### src/sv/auto_ranging_rms_level_meter_assert.svh
// Assertion macros for the auto-ranging RMS level meter.
// Define ASSERT_OFF to compile the checks away; no other dependencies.
`ifndef AUTO_RANGING_RMS_LEVEL_METER_ASSERT_SVH
`define AUTO_RANGING_RMS_LEVEL_METER_ASSERT_SVH

`ifndef ASSERT_OFF
// Same-cycle implication, disabled while reset is held
`define ARMS_ASSERT(lbl, clk, rstn, ante, cons) \
  lbl: assert property (@(posedge clk) disable iff (!rstn) (ante) |-> (cons)) \
    else $error("arms assertion failed");
// Next-cycle implication, disabled while reset is held
`define ARMS_ASSERT_NEXT(lbl, clk, rstn, ante, cons) \
  lbl: assert property (@(posedge clk) disable iff (!rstn) (ante) |=> (cons)) \
    else $error("arms assertion failed");
`else
`define ARMS_ASSERT(lbl, clk, rstn, ante, cons)
`define ARMS_ASSERT_NEXT(lbl, clk, rstn, ante, cons)
`endif

`endif

### src/sv/arms_pkg.sv
// Shared widths and constants of the auto-ranging RMS level meter.
// No dependencies; the interfaces, modules and testbench refer to it by scoped names.
package arms_pkg;

  // Sample path
  localparam int SMP_W  = 16;
  localparam int MAG_W  = SMP_W + 1;
  localparam int PROD_W = 2 * (SMP_W - 1) + 1;

  // Chunk accumulation
  localparam int SUM_W             = 44;
  localparam int MAX_CHUNK_SAMPLES = 8192;
  localparam int CNT_W             = $clog2(MAX_CHUNK_SAMPLES + 1);

  // Mean in Q.16, root in Q.8
  localparam int FRAC_W = 16;
  localparam int DVD_W  = SUM_W + FRAC_W;
  localparam int MEAN_W = PROD_W + FRAC_W;
  localparam int RAD_W  = MEAN_W + (MEAN_W % 2);
  localparam int ROOT_W = RAD_W / 2;
  localparam int RMS_W  = 23;
  localparam logic [RMS_W-1:0] RMS_MAX = '1;

  // Level quantizer
  localparam int LEVEL_COUNT = 6;
  localparam int LVL_STEPS   = LEVEL_COUNT - 1;
  localparam int LVL_W       = 3;
  localparam int NUM_W       = RMS_W + $clog2(2 * LVL_STEPS) + 1;

  // Silence timeout
  localparam int LIM_W = 16;
  localparam logic [LIM_W-1:0] LIMIT_RESET = 16'd3000;

endpackage

### src/sv/arms_in_if.sv
// Input channel of the level meter: valid/ready with opcode, sample, chunk_last.
// Depends on arms_pkg for the field widths.
interface arms_in_if;
  logic                              valid;
  logic                              ready;
  logic                              opcode;
  logic signed [arms_pkg::SMP_W-1:0] sample;
  logic                              chunk_last;

  modport source (output valid, output opcode, output sample, output chunk_last,
                  input ready);
  modport sink   (input valid, input opcode, input sample, input chunk_last,
                  output ready);
endinterface

### src/sv/arms_out_if.sv
// Result channel of the level meter: valid/ready with level, rms_value, range_cleared.
// Depends on arms_pkg for the field widths.
interface arms_out_if;
  logic                       valid;
  logic                       ready;
  logic [arms_pkg::LVL_W-1:0] level;
  logic [arms_pkg::RMS_W-1:0] rms_value;
  logic                       range_cleared;

  modport source (output valid, output level, output rms_value, output range_cleared,
                  input ready);
  modport sink   (input valid, input level, input rms_value, input range_cleared,
                  output ready);
endinterface

### src/sv/auto_ranging_rms_level_meter.sv
// Top level of the auto-ranging RMS level meter: sequencer, range tracking, output register.
// Depends on arms_pkg, arms_in_if, arms_out_if, arms_sq, arms_div, arms_sqrt, arms_lvl.
//
// Usage: the in_ch channel carries items with opcode 0 (audio sample) or 1 (time tick).
// Samples are squared and summed per chunk; the sample with chunk_last set closes the
// chunk and yields one result on out_ch: the chunk RMS in Q15.8, a level 0..5 mapped
// between the tracked minimum and maximum RMS, and a flag telling that the silence
// timeout cleared that range. cfg_we/cfg_wdata set the idle tick limit; write it only
// while the block is idle.
// Work per item: a tick only counts up the idle counter. A sample is accepted, squared
// by the bit-serial squarer (17 multiplier bits) and accumulated. A chunk-ending
// sample then passes, before its result is shown, through the divider (60 quotient
// bits, one per step) and the square root (24 root bits, two radicand bits each),
// plus 5 level steps that are skipped when there is no range to map onto.
// in_ch.ready is high only while no item is in work. The result sits in an output
// register, so a stalled receiver blocks nothing until the next result is ready to
// load; that one then waits in its final state until the register frees.
// Reset (synchronous, active low) clears the sum, count, range and idle counter and
// sets the limit to 3000 ticks.
`include "auto_ranging_rms_level_meter_assert.svh"

module auto_ranging_rms_level_meter (
  input  logic                       clk,
  input  logic                       rst_n,
  input  logic                       cfg_we,
  input  logic [arms_pkg::LIM_W-1:0] cfg_wdata,
  arms_in_if.sink                    in_ch,
  arms_out_if.source                 out_ch
);
  localparam logic [3:0] S_IDLE = 4'd0;
  localparam logic [3:0] S_SQ   = 4'd1;
  localparam logic [3:0] S_DIV0 = 4'd2;
  localparam logic [3:0] S_DIV  = 4'd3;
  localparam logic [3:0] S_SQRT = 4'd4;
  localparam logic [3:0] S_RNG  = 4'd5;
  localparam logic [3:0] S_LVL0 = 4'd6;
  localparam logic [3:0] S_LVL  = 4'd7;
  localparam logic [3:0] S_OUT  = 4'd8;

  logic [3:0]                  state_r;
  logic [3:0]                  state_nxt;
  logic [arms_pkg::LIM_W-1:0]  limit_r;
  logic [arms_pkg::LIM_W-1:0]  idle_r;
  logic [arms_pkg::SUM_W-1:0]  sum_r;
  logic [arms_pkg::CNT_W-1:0]  count_r;
  logic                        last_r;
  logic [arms_pkg::RMS_W-1:0]  rms_r;
  logic [arms_pkg::RMS_W-1:0]  min_r;
  logic [arms_pkg::RMS_W-1:0]  max_r;
  logic                        min_valid_r;
  logic                        cleared_r;
  logic                        out_valid_r;
  logic [arms_pkg::LVL_W-1:0]  out_level_r;
  logic [arms_pkg::RMS_W-1:0]  out_rms_r;
  logic                        out_clr_r;

  logic                        in_acc;
  logic                        room;
  logic [arms_pkg::MAG_W-1:0]  sx;
  logic [arms_pkg::MAG_W-1:0]  mag;
  logic                        sq_start;
  logic                        sq_done;
  logic [arms_pkg::PROD_W-1:0] prod;
  logic                        div_start;
  logic                        div_done;
  logic [arms_pkg::MEAN_W-1:0] mean;
  logic                        sqrt_start;
  logic                        sqrt_done;
  logic [arms_pkg::ROOT_W-1:0] root;
  logic [arms_pkg::RMS_W-1:0]  root_sat;
  logic                        lvl_start;
  logic                        lvl_done;
  logic [arms_pkg::LVL_W-1:0]  level;
  logic                        out_free;
  logic                        upd_min;
  logic                        clear;

  // Handshake and sample magnitude
  always_comb begin
    in_acc   = in_ch.valid && (state_r == S_IDLE);
    room     = count_r < arms_pkg::CNT_W'(arms_pkg::MAX_CHUNK_SAMPLES);
    sx       = {in_ch.sample[arms_pkg::SMP_W-1], in_ch.sample};
    mag      = sx[arms_pkg::MAG_W-1] ? (~sx + arms_pkg::MAG_W'(1)) : sx;
    out_free = !out_valid_r || out_ch.ready;
    root_sat = (root > arms_pkg::ROOT_W'(arms_pkg::RMS_MAX)) ? arms_pkg::RMS_MAX
                                                             : root[arms_pkg::RMS_W-1:0];
    upd_min  = !min_valid_r || (rms_r < min_r);
    clear    = idle_r > limit_r;
  end

  assign sq_start   = in_acc && !in_ch.opcode && room;
  assign div_start  = (state_r == S_DIV0);
  assign sqrt_start = (state_r == S_DIV) && div_done;
  assign lvl_start  = (state_r == S_LVL0);

  // Serial arithmetic units
  arms_sq u_sq (
    .clk   (clk),
    .rst_n (rst_n),
    .start (sq_start),
    .mag   (mag),
    .done  (sq_done),
    .prod  (prod)
  );

  arms_div u_div (
    .clk      (clk),
    .rst_n    (rst_n),
    .start    (div_start),
    .dividend ({sum_r, arms_pkg::FRAC_W'(0)}),
    .divisor  (count_r),
    .done     (div_done),
    .quotient (mean)
  );

  arms_sqrt u_sqrt (
    .clk      (clk),
    .rst_n    (rst_n),
    .start    (sqrt_start),
    .radicand (arms_pkg::RAD_W'(mean)),
    .done     (sqrt_done),
    .root     (root)
  );

  arms_lvl u_lvl (
    .clk       (clk),
    .rst_n     (rst_n),
    .start     (lvl_start),
    .rms       (rms_r),
    .min_rms   (min_r),
    .max_rms   (max_r),
    .min_valid (min_valid_r),
    .done      (lvl_done),
    .level     (level)
  );

  // Next state
  always_comb begin
    state_nxt = state_r;
    unique case (state_r)
      S_IDLE: begin
        if (in_acc && !in_ch.opcode) begin
          if (room) begin
            state_nxt = S_SQ;
          end else if (in_ch.chunk_last) begin
            state_nxt = S_DIV0;
          end
        end
      end
      S_SQ: begin
        if (sq_done) begin
          state_nxt = last_r ? S_DIV0 : S_IDLE;
        end
      end
      S_DIV0: state_nxt = S_DIV;
      S_DIV: begin
        if (div_done) begin
          state_nxt = S_SQRT;
        end
      end
      S_SQRT: begin
        if (sqrt_done) begin
          state_nxt = S_RNG;
        end
      end
      S_RNG:  state_nxt = S_LVL0;
      S_LVL0: state_nxt = S_LVL;
      S_LVL: begin
        if (lvl_done) begin
          state_nxt = S_OUT;
        end
      end
      S_OUT: begin
        if (out_free) begin
          state_nxt = S_IDLE;
        end
      end
      default: state_nxt = S_IDLE;
    endcase
  end

  // Control and chunk state
  always_ff @(posedge clk) begin
    if (!rst_n) begin
      state_r     <= S_IDLE;
      limit_r     <= arms_pkg::LIMIT_RESET;
      idle_r      <= '0;
      sum_r       <= '0;
      count_r     <= '0;
      min_r       <= '0;
      max_r       <= '0;
      min_valid_r <= 1'b0;
      out_valid_r <= 1'b0;
    end else begin
      state_r <= state_nxt;
      if (cfg_we) begin
        limit_r <= cfg_wdata;
      end
      // Count ticks, holding at full scale
      if (in_acc && in_ch.opcode && (idle_r != '1)) begin
        idle_r <= idle_r + arms_pkg::LIM_W'(1);
      end
      // Accumulate a finished square
      if ((state_r == S_SQ) && sq_done) begin
        sum_r   <= sum_r + arms_pkg::SUM_W'(prod);
        count_r <= count_r + arms_pkg::CNT_W'(1);
      end
      // Drop the chunk once the mean is taken
      if ((state_r == S_DIV) && div_done) begin
        sum_r   <= '0;
        count_r <= '0;
      end
      // Track the range, clear it after a long silence
      if (state_r == S_RNG) begin
        idle_r <= '0;
        if (clear) begin
          min_r       <= '0;
          max_r       <= '0;
          min_valid_r <= 1'b0;
        end else begin
          if (upd_min) begin
            min_r       <= rms_r;
            min_valid_r <= 1'b1;
          end
          if (rms_r > max_r) begin
            max_r <= rms_r;
          end
        end
      end
      // Output register valid
      if ((state_r == S_OUT) && out_free) begin
        out_valid_r <= 1'b1;
      end else if (out_ch.ready) begin
        out_valid_r <= 1'b0;
      end
    end
  end

  // Payload registers
  always_ff @(posedge clk) begin
    if (in_acc && !in_ch.opcode) begin
      last_r <= in_ch.chunk_last;
    end
    if ((state_r == S_SQRT) && sqrt_done) begin
      rms_r <= root_sat;
    end
    if (state_r == S_RNG) begin
      cleared_r <= clear;
    end
    if ((state_r == S_OUT) && out_free) begin
      out_level_r <= level;
      out_rms_r   <= rms_r;
      out_clr_r   <= cleared_r;
    end
  end

  assign in_ch.ready          = (state_r == S_IDLE);
  assign out_ch.valid         = out_valid_r;
  assign out_ch.level         = out_level_r;
  assign out_ch.rms_value     = out_rms_r;
  assign out_ch.range_cleared = out_clr_r;

  // Checks
  `ARMS_ASSERT(a_lvl_bound, clk, rst_n, out_valid_r, 32'(out_level_r) < arms_pkg::LEVEL_COUNT)
  `ARMS_ASSERT(a_clr_lvl, clk, rst_n, out_valid_r && out_clr_r, out_level_r == '0)
  `ARMS_ASSERT(a_min_max, clk, rst_n, min_valid_r, min_r <= max_r)
  `ARMS_ASSERT(a_sum_drop, clk, rst_n, state_r == S_SQRT, (sum_r == '0) && (count_r == '0))
  `ARMS_ASSERT_NEXT(a_end_busy, clk, rst_n, in_acc && !in_ch.opcode && in_ch.chunk_last, state_r != S_IDLE)
endmodule

### src/sv/arms_sq.sv
// Bit-serial squarer: one multiplier bit per cycle, shift-and-add.
// Depends on arms_pkg.
module arms_sq (
  input  logic                        clk,
  input  logic                        rst_n,
  input  logic                        start,
  input  logic [arms_pkg::MAG_W-1:0]  mag,
  output logic                        done,
  output logic [arms_pkg::PROD_W-1:0] prod
);
  localparam int STEP_W = $clog2(arms_pkg::MAG_W);
  localparam int P_W    = 2 * arms_pkg::MAG_W;

  logic                       busy_r;
  logic                       done_r;
  logic [STEP_W-1:0]          step_r;
  logic [P_W-1:0]             prod_r;
  logic [arms_pkg::MAG_W-1:0] mcand_r;
  logic [arms_pkg::MAG_W:0]   psum;

  // Add the multiplicand to the upper half when the current multiplier bit is set
  always_comb begin
    psum = {1'b0, prod_r[P_W-1 -: arms_pkg::MAG_W]}
         + (prod_r[0] ? {1'b0, mcand_r} : '0);
  end

  // Sequence control
  always_ff @(posedge clk) begin
    if (!rst_n) begin
      busy_r <= 1'b0;
      done_r <= 1'b0;
      step_r <= '0;
    end else begin
      done_r <= 1'b0;
      if (start) begin
        busy_r <= 1'b1;
        step_r <= STEP_W'(arms_pkg::MAG_W - 1);
      end else if (busy_r) begin
        step_r <= step_r - STEP_W'(1);
        if (step_r == '0) begin
          busy_r <= 1'b0;
          done_r <= 1'b1;
        end
      end
    end
  end

  // Product shift register, multiplier bits in the lower half
  always_ff @(posedge clk) begin
    if (start) begin
      prod_r  <= {arms_pkg::MAG_W'(0), mag};
      mcand_r <= mag;
    end else if (busy_r) begin
      prod_r <= {psum, prod_r[arms_pkg::MAG_W-1:1]};
    end
  end

  assign done = done_r;
  assign prod = prod_r[arms_pkg::PROD_W-1:0];
endmodule

### src/sv/arms_div.sv
// Bit-serial restoring divider: one quotient bit per cycle.
// Depends on arms_pkg; divides the scaled square sum by the sample count.
module arms_div (
  input  logic                        clk,
  input  logic                        rst_n,
  input  logic                        start,
  input  logic [arms_pkg::DVD_W-1:0]  dividend,
  input  logic [arms_pkg::CNT_W-1:0]  divisor,
  output logic                        done,
  output logic [arms_pkg::MEAN_W-1:0] quotient
);
  localparam int STEP_W = $clog2(arms_pkg::DVD_W);

  logic                       busy_r;
  logic                       done_r;
  logic [STEP_W-1:0]          step_r;
  logic [arms_pkg::DVD_W-1:0] dq_r;
  logic [arms_pkg::CNT_W-1:0] dvs_r;
  logic [arms_pkg::CNT_W-1:0] rem_r;
  logic [arms_pkg::CNT_W:0]   trial;
  logic                       ge;
  logic [arms_pkg::CNT_W-1:0] rem_nxt;

  // Bring down the next dividend bit and try the subtract
  always_comb begin
    trial   = {rem_r, dq_r[arms_pkg::DVD_W-1]};
    ge      = trial >= {1'b0, dvs_r};
    rem_nxt = ge ? arms_pkg::CNT_W'(trial - {1'b0, dvs_r})
                 : trial[arms_pkg::CNT_W-1:0];
  end

  // Sequence control
  always_ff @(posedge clk) begin
    if (!rst_n) begin
      busy_r <= 1'b0;
      done_r <= 1'b0;
      step_r <= '0;
    end else begin
      done_r <= 1'b0;
      if (start) begin
        busy_r <= 1'b1;
        step_r <= STEP_W'(arms_pkg::DVD_W - 1);
      end else if (busy_r) begin
        step_r <= step_r - STEP_W'(1);
        if (step_r == '0) begin
          busy_r <= 1'b0;
          done_r <= 1'b1;
        end
      end
    end
  end

  // Dividend shifts out at the top while quotient bits shift in at the bottom
  always_ff @(posedge clk) begin
    if (start) begin
      dq_r  <= dividend;
      dvs_r <= divisor;
      rem_r <= '0;
    end else if (busy_r) begin
      dq_r  <= {dq_r[arms_pkg::DVD_W-2:0], ge};
      rem_r <= rem_nxt;
    end
  end

  // Upper quotient bits are zero since each square is below 2^(2*SMP_W-1)
  assign done     = done_r;
  assign quotient = dq_r[arms_pkg::MEAN_W-1:0];
endmodule

### src/sv/arms_sqrt.sv
// Digit-serial integer square root: two radicand bits per cycle.
// Depends on arms_pkg.
module arms_sqrt (
  input  logic                        clk,
  input  logic                        rst_n,
  input  logic                        start,
  input  logic [arms_pkg::RAD_W-1:0]  radicand,
  output logic                        done,
  output logic [arms_pkg::ROOT_W-1:0] root
);
  localparam int STEP_W = $clog2(arms_pkg::ROOT_W);
  localparam int REM_W  = arms_pkg::ROOT_W + 2;
  localparam int T_W    = REM_W + 2;

  logic                        busy_r;
  logic                        done_r;
  logic [STEP_W-1:0]           step_r;
  logic [arms_pkg::RAD_W-1:0]  rad_r;
  logic [arms_pkg::ROOT_W-1:0] root_r;
  logic [REM_W-1:0]            rem_r;
  logic [T_W-1:0]              tval;
  logic [T_W-1:0]              trial;
  logic                        ge;

  // Append the next radicand pair and compare with 4*root+1
  always_comb begin
    tval  = {rem_r, rad_r[arms_pkg::RAD_W-1 -: 2]};
    trial = {2'b00, root_r, 2'b01};
    ge    = tval >= trial;
  end

  // Sequence control
  always_ff @(posedge clk) begin
    if (!rst_n) begin
      busy_r <= 1'b0;
      done_r <= 1'b0;
      step_r <= '0;
    end else begin
      done_r <= 1'b0;
      if (start) begin
        busy_r <= 1'b1;
        step_r <= STEP_W'(arms_pkg::ROOT_W - 1);
      end else if (busy_r) begin
        step_r <= step_r - STEP_W'(1);
        if (step_r == '0) begin
          busy_r <= 1'b0;
          done_r <= 1'b1;
        end
      end
    end
  end

  // Root, remainder and radicand shift registers
  always_ff @(posedge clk) begin
    if (start) begin
      rad_r  <= radicand;
      root_r <= '0;
      rem_r  <= '0;
    end else if (busy_r) begin
      rad_r  <= {rad_r[arms_pkg::RAD_W-3:0], 2'b00};
      root_r <= {root_r[arms_pkg::ROOT_W-2:0], ge};
      rem_r  <= ge ? REM_W'(tval - trial) : tval[REM_W-1:0];
    end
  end

  assign done = done_r;
  assign root = root_r;
endmodule

### src/sv/arms_lvl.sv
// Serial level quantizer: compares the scaled offset against one threshold a cycle.
// Depends on arms_pkg; counts thresholds of (2k)*span passed by 2*(N-1)*d+span.
module arms_lvl (
  input  logic                       clk,
  input  logic                       rst_n,
  input  logic                       start,
  input  logic [arms_pkg::RMS_W-1:0] rms,
  input  logic [arms_pkg::RMS_W-1:0] min_rms,
  input  logic [arms_pkg::RMS_W-1:0] max_rms,
  input  logic                       min_valid,
  output logic                       done,
  output logic [arms_pkg::LVL_W-1:0] level
);
  localparam int STEP_W = $clog2(arms_pkg::LVL_STEPS + 1);

  logic                       busy_r;
  logic                       done_r;
  logic [STEP_W-1:0]          step_r;
  logic [arms_pkg::NUM_W-1:0] num_r;
  logic [arms_pkg::NUM_W-1:0] thr_r;
  logic [arms_pkg::NUM_W-1:0] span2_r;
  logic [arms_pkg::LVL_W-1:0] level_r;
  logic                       has_range;
  logic [arms_pkg::RMS_W-1:0] diff;
  logic [arms_pkg::RMS_W-1:0] span;
  logic [arms_pkg::NUM_W-1:0] num_init;

  // Range check and the rounding numerator
  always_comb begin
    has_range = (max_rms != '0) && min_valid && (max_rms > min_rms) && (rms >= min_rms);
    diff      = rms - min_rms;
    span      = max_rms - min_rms;
    num_init  = arms_pkg::NUM_W'(diff) * arms_pkg::NUM_W'(2 * arms_pkg::LVL_STEPS)
              + arms_pkg::NUM_W'(span);
  end

  // Sequence control; no range finishes at once with level zero
  always_ff @(posedge clk) begin
    if (!rst_n) begin
      busy_r <= 1'b0;
      done_r <= 1'b0;
      step_r <= '0;
    end else begin
      done_r <= 1'b0;
      if (start) begin
        busy_r <= has_range;
        done_r <= !has_range;
        step_r <= STEP_W'(arms_pkg::LVL_STEPS - 1);
      end else if (busy_r) begin
        step_r <= step_r - STEP_W'(1);
        if (step_r == '0) begin
          busy_r <= 1'b0;
          done_r <= 1'b1;
        end
      end
    end
  end

  // Step the threshold and count the ones passed
  always_ff @(posedge clk) begin
    if (start) begin
      num_r   <= num_init;
      span2_r <= arms_pkg::NUM_W'(span) << 1;
      thr_r   <= arms_pkg::NUM_W'(span) << 1;
      level_r <= '0;
    end else if (busy_r) begin
      thr_r <= thr_r + span2_r;
      if (num_r >= thr_r) begin
        level_r <= level_r + arms_pkg::LVL_W'(1);
      end
    end
  end

  assign done  = done_r;
  assign level = level_r;
endmodule

### src/flat_wrapper.sv
// flat-port wrapper written by rule: the top's interface ports become plain ports
module auto_ranging_rms_level_meter_flat 
  (clk, rst_n, cfg_we, cfg_wdata, in_ch_valid, in_ch_opcode, in_ch_sample, in_ch_chunk_last, in_ch_ready, out_ch_valid, out_ch_level, out_ch_rms_value, out_ch_range_cleared, out_ch_ready);
  arms_in_if in_ch_i ();
  arms_out_if out_ch_i ();
  input  logic clk;
  input  logic rst_n;
  input  logic cfg_we;
  input  logic [arms_pkg::LIM_W-1:0] cfg_wdata;
  input wire logic [$bits(in_ch_i.valid)-1:0] in_ch_valid;
  input wire logic [$bits(in_ch_i.opcode)-1:0] in_ch_opcode;
  input wire logic [$bits(in_ch_i.sample)-1:0] in_ch_sample;
  input wire logic [$bits(in_ch_i.chunk_last)-1:0] in_ch_chunk_last;
  output wire logic [$bits(in_ch_i.ready)-1:0] in_ch_ready;
  output wire logic [$bits(out_ch_i.valid)-1:0] out_ch_valid;
  output wire logic [$bits(out_ch_i.level)-1:0] out_ch_level;
  output wire logic [$bits(out_ch_i.rms_value)-1:0] out_ch_rms_value;
  output wire logic [$bits(out_ch_i.range_cleared)-1:0] out_ch_range_cleared;
  input wire logic [$bits(out_ch_i.ready)-1:0] out_ch_ready;
  assign in_ch_i.valid = in_ch_valid;
  assign in_ch_i.opcode = in_ch_opcode;
  assign in_ch_i.sample = in_ch_sample;
  assign in_ch_i.chunk_last = in_ch_chunk_last;
  assign in_ch_ready = in_ch_i.ready;
  assign out_ch_valid = out_ch_i.valid;
  assign out_ch_level = out_ch_i.level;
  assign out_ch_rms_value = out_ch_i.rms_value;
  assign out_ch_range_cleared = out_ch_i.range_cleared;
  assign out_ch_i.ready = out_ch_ready;
  auto_ranging_rms_level_meter u_core (.clk(clk), .rst_n(rst_n), .cfg_we(cfg_we), .cfg_wdata(cfg_wdata), .in_ch(in_ch_i), .out_ch(out_ch_i));
endmodule
### config.mk
export PLATFORM = sky130hd
export DESIGN_NAME = auto_ranging_rms_level_meter_flat
export DESIGN_NICKNAME = d
export VERILOG_FILES = /design/src/sv/arms_pkg.sv /design/src/sv/arms_in_if.sv /design/src/sv/arms_out_if.sv /design/src/sv/auto_ranging_rms_level_meter.sv /design/src/sv/arms_sq.sv /design/src/sv/arms_div.sv /design/src/sv/arms_sqrt.sv /design/src/sv/arms_lvl.sv /design/src/flat_wrapper.sv
export VERILOG_INCLUDE_DIRS = /design/src /design/src/sv
export SDC_FILE = /design/constraint.sdc
export NUM_CORES = 1
export LEC_CHECK = 0
export BUFFER_PORTS_ARGS = -buffer_cell sky130_fd_sc_hd__buf_2
export CAP_MARGIN = 20
export CORE_ASPECT_RATIO = 2
export CORE_UTILIZATION = 60
export CTS_CLUSTER_DIAMETER = 30
export CTS_CLUSTER_SIZE = 16
export DETAILED_ROUTE_END_ITERATION = 16
export HOLD_SLACK_MARGIN = 0.03
export PLACE_DENSITY = 0.77
export SLEW_MARGIN = 40
export SYNTH_ARGS = -nofsm -noshare
export SYNTH_HDL_FRONTEND = slang
export SYNTH_SLANG_ARGS = --single-unit
export TNS_END_PERCENT = 30
### constraint.sdc
create_clock -name clk -period 6 [get_ports clk]
set_clock_uncertainty 0.05 [all_clocks]
set_input_delay 0.9 -clock clk [delete_from_list [all_inputs] [get_ports clk]]
set_output_delay 0.9 -clock clk [all_outputs]
set_load 0.02 [all_outputs]
# After elaboration in Yosys (flattened, before gate mapping)

Index checks and enable logic that the tools add are counted.

Register bits after elaboration: 540
Input port bits: 39
Output and inout port bits: 29
Word-level logic and storage cells: 194

Add/subtract/negate cells: 16
Multiply operators: 1
Order comparisons: 10
Equality and inequality tests: 16
Muxes and demuxes: 56
Bitwise logic cells: 5
Reduce and logical (&&, ||, !) cells: 43

Operators with widths:

| cell                                                             | number |
|---|---|
| two-way mux 60 bit                                               | 2 |
| two-way mux 47 bit                                               | 2 |
| two-way mux 23 bit                                               | 4 |
| two-way mux 17 bit                                               | 4 |
| two-way mux 24 bit                                               | 2 |
| greater-than comparator 23 bit                                   | 2 |
| subtractor 23 bit                                                | 2 |
| adder 44 x 31 -> 44 bit                                          | 1 |
| one-hot mux 4 bit (9 select lines)                               | 1 |
| two-way mux 4 bit                                                | 8 |
| adder 27 x 23 -> 28 bit                                          | 1 |
| adder 28 x 24 -> 28 bit                                          | 1 |
| >= comparator 28 x 26 -> 1 bit                                   | 1 |
| >= comparator 28 bit                                             | 1 |
| multiplier 23 x 3 -> 26 bit (second input constant)              | 1 |
| two-way mux 26 bit                                               | 1 |
| subtractor 26 bit                                                | 1 |
| greater-than comparator 24 x 23 -> 1 bit (second input constant) | 1 |
| >= comparator 23 bit                                             | 1 |
| < comparator 23 bit                                              | 1 |
| nonzero test 23 bit                                              | 1 |
| two-way mux 1 bit                                                | 22 |
| two-way mux 5 bit                                                | 4 |
| adder 17 x 17 -> 18 bit                                          | 1 |
| other kinds (37)                                                 | 81 |

# Depth between registers and ports, before layout

Gate-level depths: netlist (run 1).

Depth after elaboration: 6
Depth in mapped cells: 31
Gate-level depth less buffers: 31

# Modules after synthesis

A second synthesis (run 1) with hierarchy kept.

Cells, all modules: 3,454
Area, all modules: 33,886.2 um^2

Modules (own cells, without submodules):

| module                       | times used | cells each | area an instance (um^2) | sequential area each (um^2) |
|---|---|---|---|---|
| auto_ranging_rms_level_meter | 1          | 1,141      | 10,590.2                | 4,404.2 |
| arms_lvl                     | 1          | 1,036      | 9,293.9                 | 2,432.3 |
| arms_sqrt                    | 1          | 544        | 5,616.6                 | 2,582.5 |
| arms_div                     | 1          | 422        | 5,124.9                 | 2,662.6 |
| arms_sq                      | 1          | 311        | 3,260.6                 | 1,501.4 |

# Worst setup path after synthesis (run 1)

No wires, ideal clock.

Path kind: register to register
Start point: register u_core.rms_r[2] (netlist bit)
End point: register u_core.u_lvl.num_r[26] (netlist bit), data pin
Setup time: 257 ps
Arrival: 5,220 ps
Required time: 5,693 ps
Slack: 473 ps
Cell stages (with the launch flop): 26
Buffers on the path: 0
Clock period less this slack: 5,527 ps
Path through: edfxtp_1 > ha_1 > nor2b_1 > o21ba_2 > o21a_1 > o21a_1 > a21o_1 > a21oi_1 > xor2_1 > xnor2_1 > ha_1 > nand4_1 > a21oi_1 > o21ai_0 > a311oi_1 > nor3_1 > o21bai_1 > a21oi_1 > xnor2_1 > ha_1 > and2_1 > a22oi_1 > inv_1 > a311o_1 > nor2b_1 > a32o_1

Cells in the longest elaborated chain, start to end: 3

RTL lines:

| what                                      | RTL line                            | source |
|---|---|---|
| start: declaration                        | auto_ranging_rms_level_meter.sv:47  | `logic [arms_pkg::RMS_W-1:0] rms_r;` |
| start signal: assignment                  | auto_ranging_rms_level_meter.sv:245 | `rms_r <= root_sat;` |
| subtractor 23 bit                         | arms_lvl.sv:31                      | `diff = rms - min_rms;` |
| multiplier 23 x 3 -> 26 bit               | arms_lvl.sv:33                      | `num_init = arms_pkg::NUM_W'(diff) * arms_pkg::NUM_W'(2 * arms_pkg::LVL_STEPS)` |
| adder 27 x 23 -> 28 bit                   | arms_lvl.sv:34                      | `+ arms_pkg::NUM_W'(span);` |
| named net u_core.u_lvl.num_init (one bit) | arms_lvl.sv:26                      | `logic [arms_pkg::NUM_W-1:0] num_init;` |
| end signal: assignment                    | arms_lvl.sv:62                      | `num_r <= num_init;` |
| end: declaration                          | arms_lvl.sv:19                      | `logic [arms_pkg::NUM_W-1:0] num_r;` |

The timed path passes the listed nets, and every way through them passes these cells.
A chain may end at the register's enable or synchronous reset.

# Worst setup path after layout (run 1)

Start point: register u_core.rms_r[0] (netlist bit)
End point: register u_core.u_lvl.num_r[25] (netlist bit), data pin

Same word-level chain as after synthesis.

==> impl_metrics.csv, run 1 <==
group,metric,value,unit
sta,slew_viol_final,0,
pwr,p_sw_frac,0.279,
clock_network,cts-root-buf,"clkbuf_16",
routing,num_vias,27400,
layout,syn_to_final_growth,13.7,%
setup_path,slowest_stage,"fa_2",
floorplan,start_util,0.607,
sta,setup_viol,0,
layout,antenna_cells,0,
routing,ant_nets,0,
synth,ys_ff_latch,538,
synth,yosys_warnings,0,
grt,track_usage,0.331,
synth,synth-seq-area-share,0.406,
flow_run,drv_cap,0,
placed_design,gp_congestion,0.971,
sta,finalCritPeriodShare,0.968,
layout,finish.utilization,0.690,
floorplan,die_w,168,µm
synth,synth_common_cells,"nand2_1, ha_1, dfxtp_1",
synth,synth_area_per_cell,9.13,µm²
placed_design,dp_hpwl,69.6,mm
floorplan,die_area,56100,µm²
setup_path,critPathLaunchType,"register",
floorplan,num_rows,121,
layout,instances_no_fill,4495,
pwr,power_frac_seq,0.423,
clock_network,cts.sinks,538,
setup_path,crit_top_cell,"xnor2_1",
setup_path,setup.worst_path.end_class,"register",
placed_design,placed_area,34600,µm²
sta,slew-limit-headroom,0.391,
layout,regArea,13400,µm²
hold_path,min-delay-start,"u_core.u_lvl.level[2]",
layout,stdcell_area,37600,µm²
setup_path,cpPeakStageDelay,0.42,ns
layout,final_nets,4105,
routing,drc_errors,0,
pwr,p_leak,16.5,nW
grt,overflow,0,
sta,fin_crit,5.81,ns
setup_path,r2r_start,"u_core.rms_r[0]",
run_status,outcome,"complete, no violations",
layout,drive_gt1_frac,0.121,
synth,synth.distinct_cells,95,
clock_network,htreeDepth,3,
grt,antenna_found_initial,1,
sta,worst_slew_pin_slew,0.901,ns
layout,fill_cells,4341,
grt,grt_pass1_wl,143,mm
routing,routedWlPerCell,20.5,µm
synth,syn-cell-area,33100,µm²
layout,multiInputGateArea,18700,µm²
synth,netlist_top_cells_area,"edfxtp_1, dfxtp_1, ha_1",
pwr,power_frac_comb,0.140,
clock_network,insertion_delay,0.61,ns
routing,drt-total-wl,92.3,mm
hold_path,holdPathStages,0,
setup_path,r2r_setup_slack,0.19,ns
setup_path,criticalPathCategory,"register to register",
routing,vias_per_cell,6.09,
synth,synth_edf_count,264,
floorplan,ios,68,
clock_network,clkSlewWorstSetupHoldPaths,0.06,ns
synth,synth_ff_type,"dfxtp_1",
floorplan,die_h,334,µm
sta,finalHoldViolations,0,
sta,worst_slack,0.190,ns
placed_design,placed_cells,4352,
setup_path,reg2reg_depth,30,
pwr,p_per_area,264,nW/µm²
clock_network,cts_tree,"yes",
synth,yosysTopAreaCellShare,0.240,
pwr,internal_power,7.14,mW
hold_path,hp-class,"register to register",
routing,drtIter0Drc,1542,
placed_design,pre_cts_ws,-0.202,ns
sta,maxClockFrequency,0.172,GHz
synth,synth_async_sr_flop_share,0,
sta,holdWs,0.406,ns
clock_network,max-clock-path-buffers,3,
setup_path,arrival,6.09,ns
pwr,clock_power_share,0.437,
setup_path,crit_fanout,5,
synth,synth_largest_area_cell,"edfxtp_1",
hold_path,hold_end,"u_core.out_ch.level[2]",
synth,synth.most_common_cell,"nand2_1",
synth,netlist_instances,3623,
placed_design,port_buffers,67,
pwr,peakVddDrop,0.000338,V
routing,drt_pass1_iterations,5,
setup_path,required,6.28,ns
grt,grt_pass1_vias,28000,
pwr,p_sw,2.77,mW
clock_network,hold_buffers,0,
grt,grt_max_degree,79,
floorplan,core,54500,µm²
clock_network,cts_buffers,69,
setup_path,worstReg2RegEnd,"u_core.u_lvl.num_r[25]",
==> timing repair <==
action                     in CTS  in global routing
hold endpoints to repair        0                  0
setup buffers                   2                 14
setup endpoints to repair       4                  8
pin swaps                       5                 55
resized for setup              12                 84
==> layer usage <==
metal	track usage	vias to the layer above	routed length (µm)
met5	0	-	13
met4	0.337	2	10500
met3	0.0572	419	3320
met2	0.648	679	50500
met1	0.259	13100	27900
li1	-	13200	-
==> cell families (layout without fill, tap and decap cells) <==
group / count (synthesis) / count (layout) / share of synthesized area
adder cells (fa/ha/maj): 303 / 303 / 0.116
multiplexers: 152 / 152 / 0.0465
AND/OR/NAND/NOR: 1252 / 1252 / 0.174
buffers and inverters: 356 / 551 / 0.0431
flip-flops: 538 / 538 / 0.406
AO/OA/AOI/OAI: 816 / 816 / 0.160
XOR/XNOR: 205 / 205 / 0.0543
other: 1 / 2 / 0.000113
==> placed cells by master (no fill, tap or decap), types with 73 or more instances in the layout <==
master / synthesis / routed
nand2_1: 533 / 532
ha_1: 295 / 285
dfxtp_1: 274 / 271
edfxtp_1: 264 / 264
nor2_1: 260 / 257
a21oi_1: 239 / 225
inv_1: 223 / 220
o21ai_0: 163 / 150
mux2i_1: 138 / 138
buf_4: 5 / 129
xnor2_1: 127 / 126
nand3_1: 114 / 114
a21o_1: 99 / 99
xor2_1: 78 / 76
clkbuf_16: 0 / 73
==> layout make-up <==
type / instances / area share
Multi-Input combinational cell: 2730 / 0.498
Timing Repair Buffer: 199 / 0.0356
Clock buffer: 81 / 0.0502
Sequential cell: 538 / 0.357
Inverter: 225 / 0.0225
Tap cell: 676 / 0.0225
Clock inverter: 46 / 0.0145
==> power by group through the flow <==
stage                     Clock (mW)  Combinational, mW  Sequential (mW)
final                           4.33               1.39             4.19
after global routing            4.52               1.53             4.20
after CTS                       4.37               1.38             4.19
after detailed placement           0               1.36             4.26
after global placement             0               1.33             4.26
after floorplan                    0               1.10             4.16
==> per-stage QoR <==
stage               setup TNS [ns]  power [mW]
global placement            -0.218        5.59
finish                           0        9.91
detailed placement          -0.435        5.62
floorplan                        0        5.27
global route                -0.121        10.3
CTS                              0        9.94
==> worst max path at each step <==
stage | from | endpoint | cells after the start
after floorplan | u_core.rms_r[2] | u_core.u_lvl.num_r[26] | 25
after global placement | u_core.min_r[1] | u_core.u_lvl.num_r[26] | 27
after detailed placement | u_core.rms_r[1] | u_core.u_lvl.num_r[26] | 27
after CTS | u_core.rms_r[1] | u_core.u_lvl.num_r[25] | 29
after global routing | u_core.rms_r[0] | u_core.u_lvl.num_r[25] | 29
final | u_core.rms_r[0] | u_core.u_lvl.num_r[25] | 30
==> flip-flops by register name, indices dropped and copies added (netlist names), 17 cells and up <==
name,cells
u_core.u_div.dq_r,60
u_core.u_sqrt.rad_r,48
u_core.sum_r,44
u_core.u_sq.prod_r,34
u_core.u_lvl.num_r,28
u_core.u_lvl.thr_r,27
u_core.u_sqrt.rem_r,26
u_core.u_sqrt.root,24
u_core.max_r,23
u_core.min_r,23
u_core.out_ch.rms_value,23
u_core.rms_r,23
u_core.u_lvl.span2_r,22
u_core.u_sq.mcand_r,17
==> worst max-delay path: cells and delay by family, from the launching register on <==
family,cells,cell delay (ns)
xor gates and xnor gates,3,0.47
and+or+nand+nor,6,0.56
DFF,1,0.38
AOI/OAI and AO/OA,14,2.42
adders and majority gates,5,1.44
buffers and inverters,2,0.22
No activity file was read; power rests on OpenSTA's default activity.
==> run 2, diff against run 1 <==
--- a/config.mk
+++ b/config.mk
@@ -15,6 +15,7 @@
 export DETAILED_ROUTE_END_ITERATION = 16
 export HOLD_SLACK_MARGIN = 0.03
 export PLACE_DENSITY = 0.77
+export RECOVER_POWER = 100
 export SLEW_MARGIN = 40
 export SYNTH_ARGS = -nofsm -noshare
 export SYNTH_HDL_FRONTEND = slang
==> impl_metrics.csv, run 2 (synthesis gave the netlist of run 1 again) <==
group,metric,value,unit
flow_run,drv_cap,14,
grt,track_usage,0.331,
pwr,p_leak,16.3,nW
floorplan,ios,68,
placed_design,gp_congestion,0.971,
run_status,outcome,"complete, but fails checks",
pwr,p_per_area,265,nW/µm²
grt,grt_pass1_wl,143,mm
floorplan,core,54500,µm²
clock_network,insertion_delay,0.61,ns
pwr,peakVddDrop,0.000337,V
routing,drt_pass1_iterations,5,
floorplan,die_h,334,µm
clock_network,max-clock-path-buffers,3,
routing,drt-total-wl,92.3,mm
grt,antenna_found_initial,1,
routing,vias_per_cell,6.11,
setup_path,criticalPathCategory,"register to register",
hold_path,holdPathStages,0,
clock_network,clkSlewWorstSetupHoldPaths,0.05,ns
setup_path,setup.worst_path.end_class,"register",
sta,finalCritPeriodShare,0.974,
setup_path,critPathLaunchType,"register",
sta,slew-limit-headroom,-1.19,
placed_design,dp_hpwl,69.6,mm
layout,antenna_cells,0,
layout,final_nets,4105,
grt,overflow,0,
routing,drc_errors,0,
setup_path,crit_fanout,4,
sta,finalHoldViolations,0,
clock_network,cts-root-buf,"clkbuf_16",
setup_path,arrival,6.14,ns
routing,routedWlPerCell,20.5,µm
floorplan,num_rows,121,
setup_path,reg2reg_depth,20,
layout,stdcell_area,37400,µm²
layout,final_cell_mix,"nand2_1, ha_1, dfxtp_1",
sta,setup_viol,0,
floorplan,die_w,168,µm
floorplan,die_area,56100,µm²
grt,grt_pass1_vias,28000,
layout,final_common_cell,"nand2_1",
grt,grt_max_degree,79,
clock_network,hold_buffers,0,
sta,worst_slew_pin_slew,3.28,ns
clock_network,cts_tree,"yes",
clock_network,htreeDepth,3,
sta,maxClockFrequency,0.171,GHz
run_status,violations,"max-capacitance violations, max-slew violations",
layout,drive_gt1_frac,0.102,
sta,slew_viol_final,555,
layout,largest_reg_flops,60,
pwr,power,9.90,mW
clock_network,cts.sinks,538,
placed_design,port_buffers,67,
layout,syn_to_final_growth,13.1,%
routing,drtIter0Drc,1466,
layout,top_regs,"u_core.u_div.dq_r (60), u_core.u_sqrt.rad_r (48), u_core.sum_r (44)",
placed_design,placed_area,34600,µm²
clock_network,cts_buffers,69,
layout,regMostFlops,"u_core.u_div.dq_r",
routing,ant_nets,0,
setup_path,required,6.30,ns
floorplan,start_util,0.607,
routing,num_vias,27400,
sta,fin_crit,5.84,ns
hold_path,hp-class,"register to register",
## run 2: cell count changes in the layout (fill, tap and decap cells not counted), sizes merged
cell,delta
dlygate4sd2,+1
clkbuf,+62
buf,-63
## run 2: through the flow
stage	util	std cells	hold slack [ns]	setup TNS, ns	setup slack, ns
after detailed placement	0.635	4352	0.389	-0.435	-0.202
after global placement	0.634	4352	0.384	-0.218	-0.150
final	0.686	4495	0.405	0	0.156
after floorplan	-	3624	0.350	0	0.473
after CTS	0.681	4481	0.408	0	0.00214
after global routing	0.686	4495	0.412	-0.118	-0.0755
## run 2: final timing paths
path                                            start                     end  slack (ns)
worst max-delay path                  u_core.max_r[0]  u_core.u_lvl.num_r[26]        0.16
worst min register to register  u_core.u_lvl.level[2]  u_core.out_ch.level[2]        0.41
worst max register to register        u_core.max_r[0]  u_core.u_lvl.num_r[26]        0.16
worst min-delay path            u_core.u_lvl.level[2]  u_core.out_ch.level[2]        0.41
## run 2: what timing repair did
| action | in CTS | in global routing |
|---|---|---|
| pin swaps | 5 | 55 |
| buffers inserted | 2 | 14 |
| gates resized for setup | 12 | 84 |
| endpoints found under the setup margin | 4 | 8 |
## run 2: where the power goes
| group | total, mW | switching [mW] | internal (mW) | leakage (nW) |
|---|---|---|---|---|
| sequential | 4.19 | 0.179 | 4.01 | 4.63 |
| clock | 4.33 | 1.77 | 2.56 | 1.19 |
| combinational | 1.38 | 0.818 | 0.564 | 10.5 |
## run 2: area by class of cell
class / count / area [µm²]
multi-input cells: 2730 / 18700
fillers: 4400 / 17100
flip-flops and latches: 538 / 13400
clock buffers: 81 / 1890
repair buffers: 199 / 1190
well taps: 676 / 846
inverters: 225 / 845
clock inverters: 46 / 546
## run 2: worst max-delay path, cell delays in order, from the launching register on
cell and delay [ns]:
dfxtp_1 0.48, inv_1 0.14, ha_1 0.18, inv_1 0.06
fa_1 0.41, a21oi_1 0.27, o211ai_1 0.27, a41o_1 0.41
o21ai_0 0.63, o2111ai_1 0.29, a21oi_1 0.28, xnor2_1 0.40
ha_1 0.40, nand2_1 0.10, o21ai_2 0.06, nor2_2 0.12
nand2_1 0.06, o21a_1 0.23, a311o_1 0.32, nor2b_1 0.16
a32o_1 0.26
## run 2: per-layer routing
metal | up-vias | wire [µm] | part of all wire | track usage
met5 | - | 12 | 0.00013 | 0
met4 | 2 | 10600 | 0.11 | 0.337
met3 | 419 | 3440 | 0.037 | 0.0572
met2 | 685 | 50400 | 0.55 | 0.648
met1 | 13100 | 27800 | 0.30 | 0.259
li1 | 13200 | - | - | -
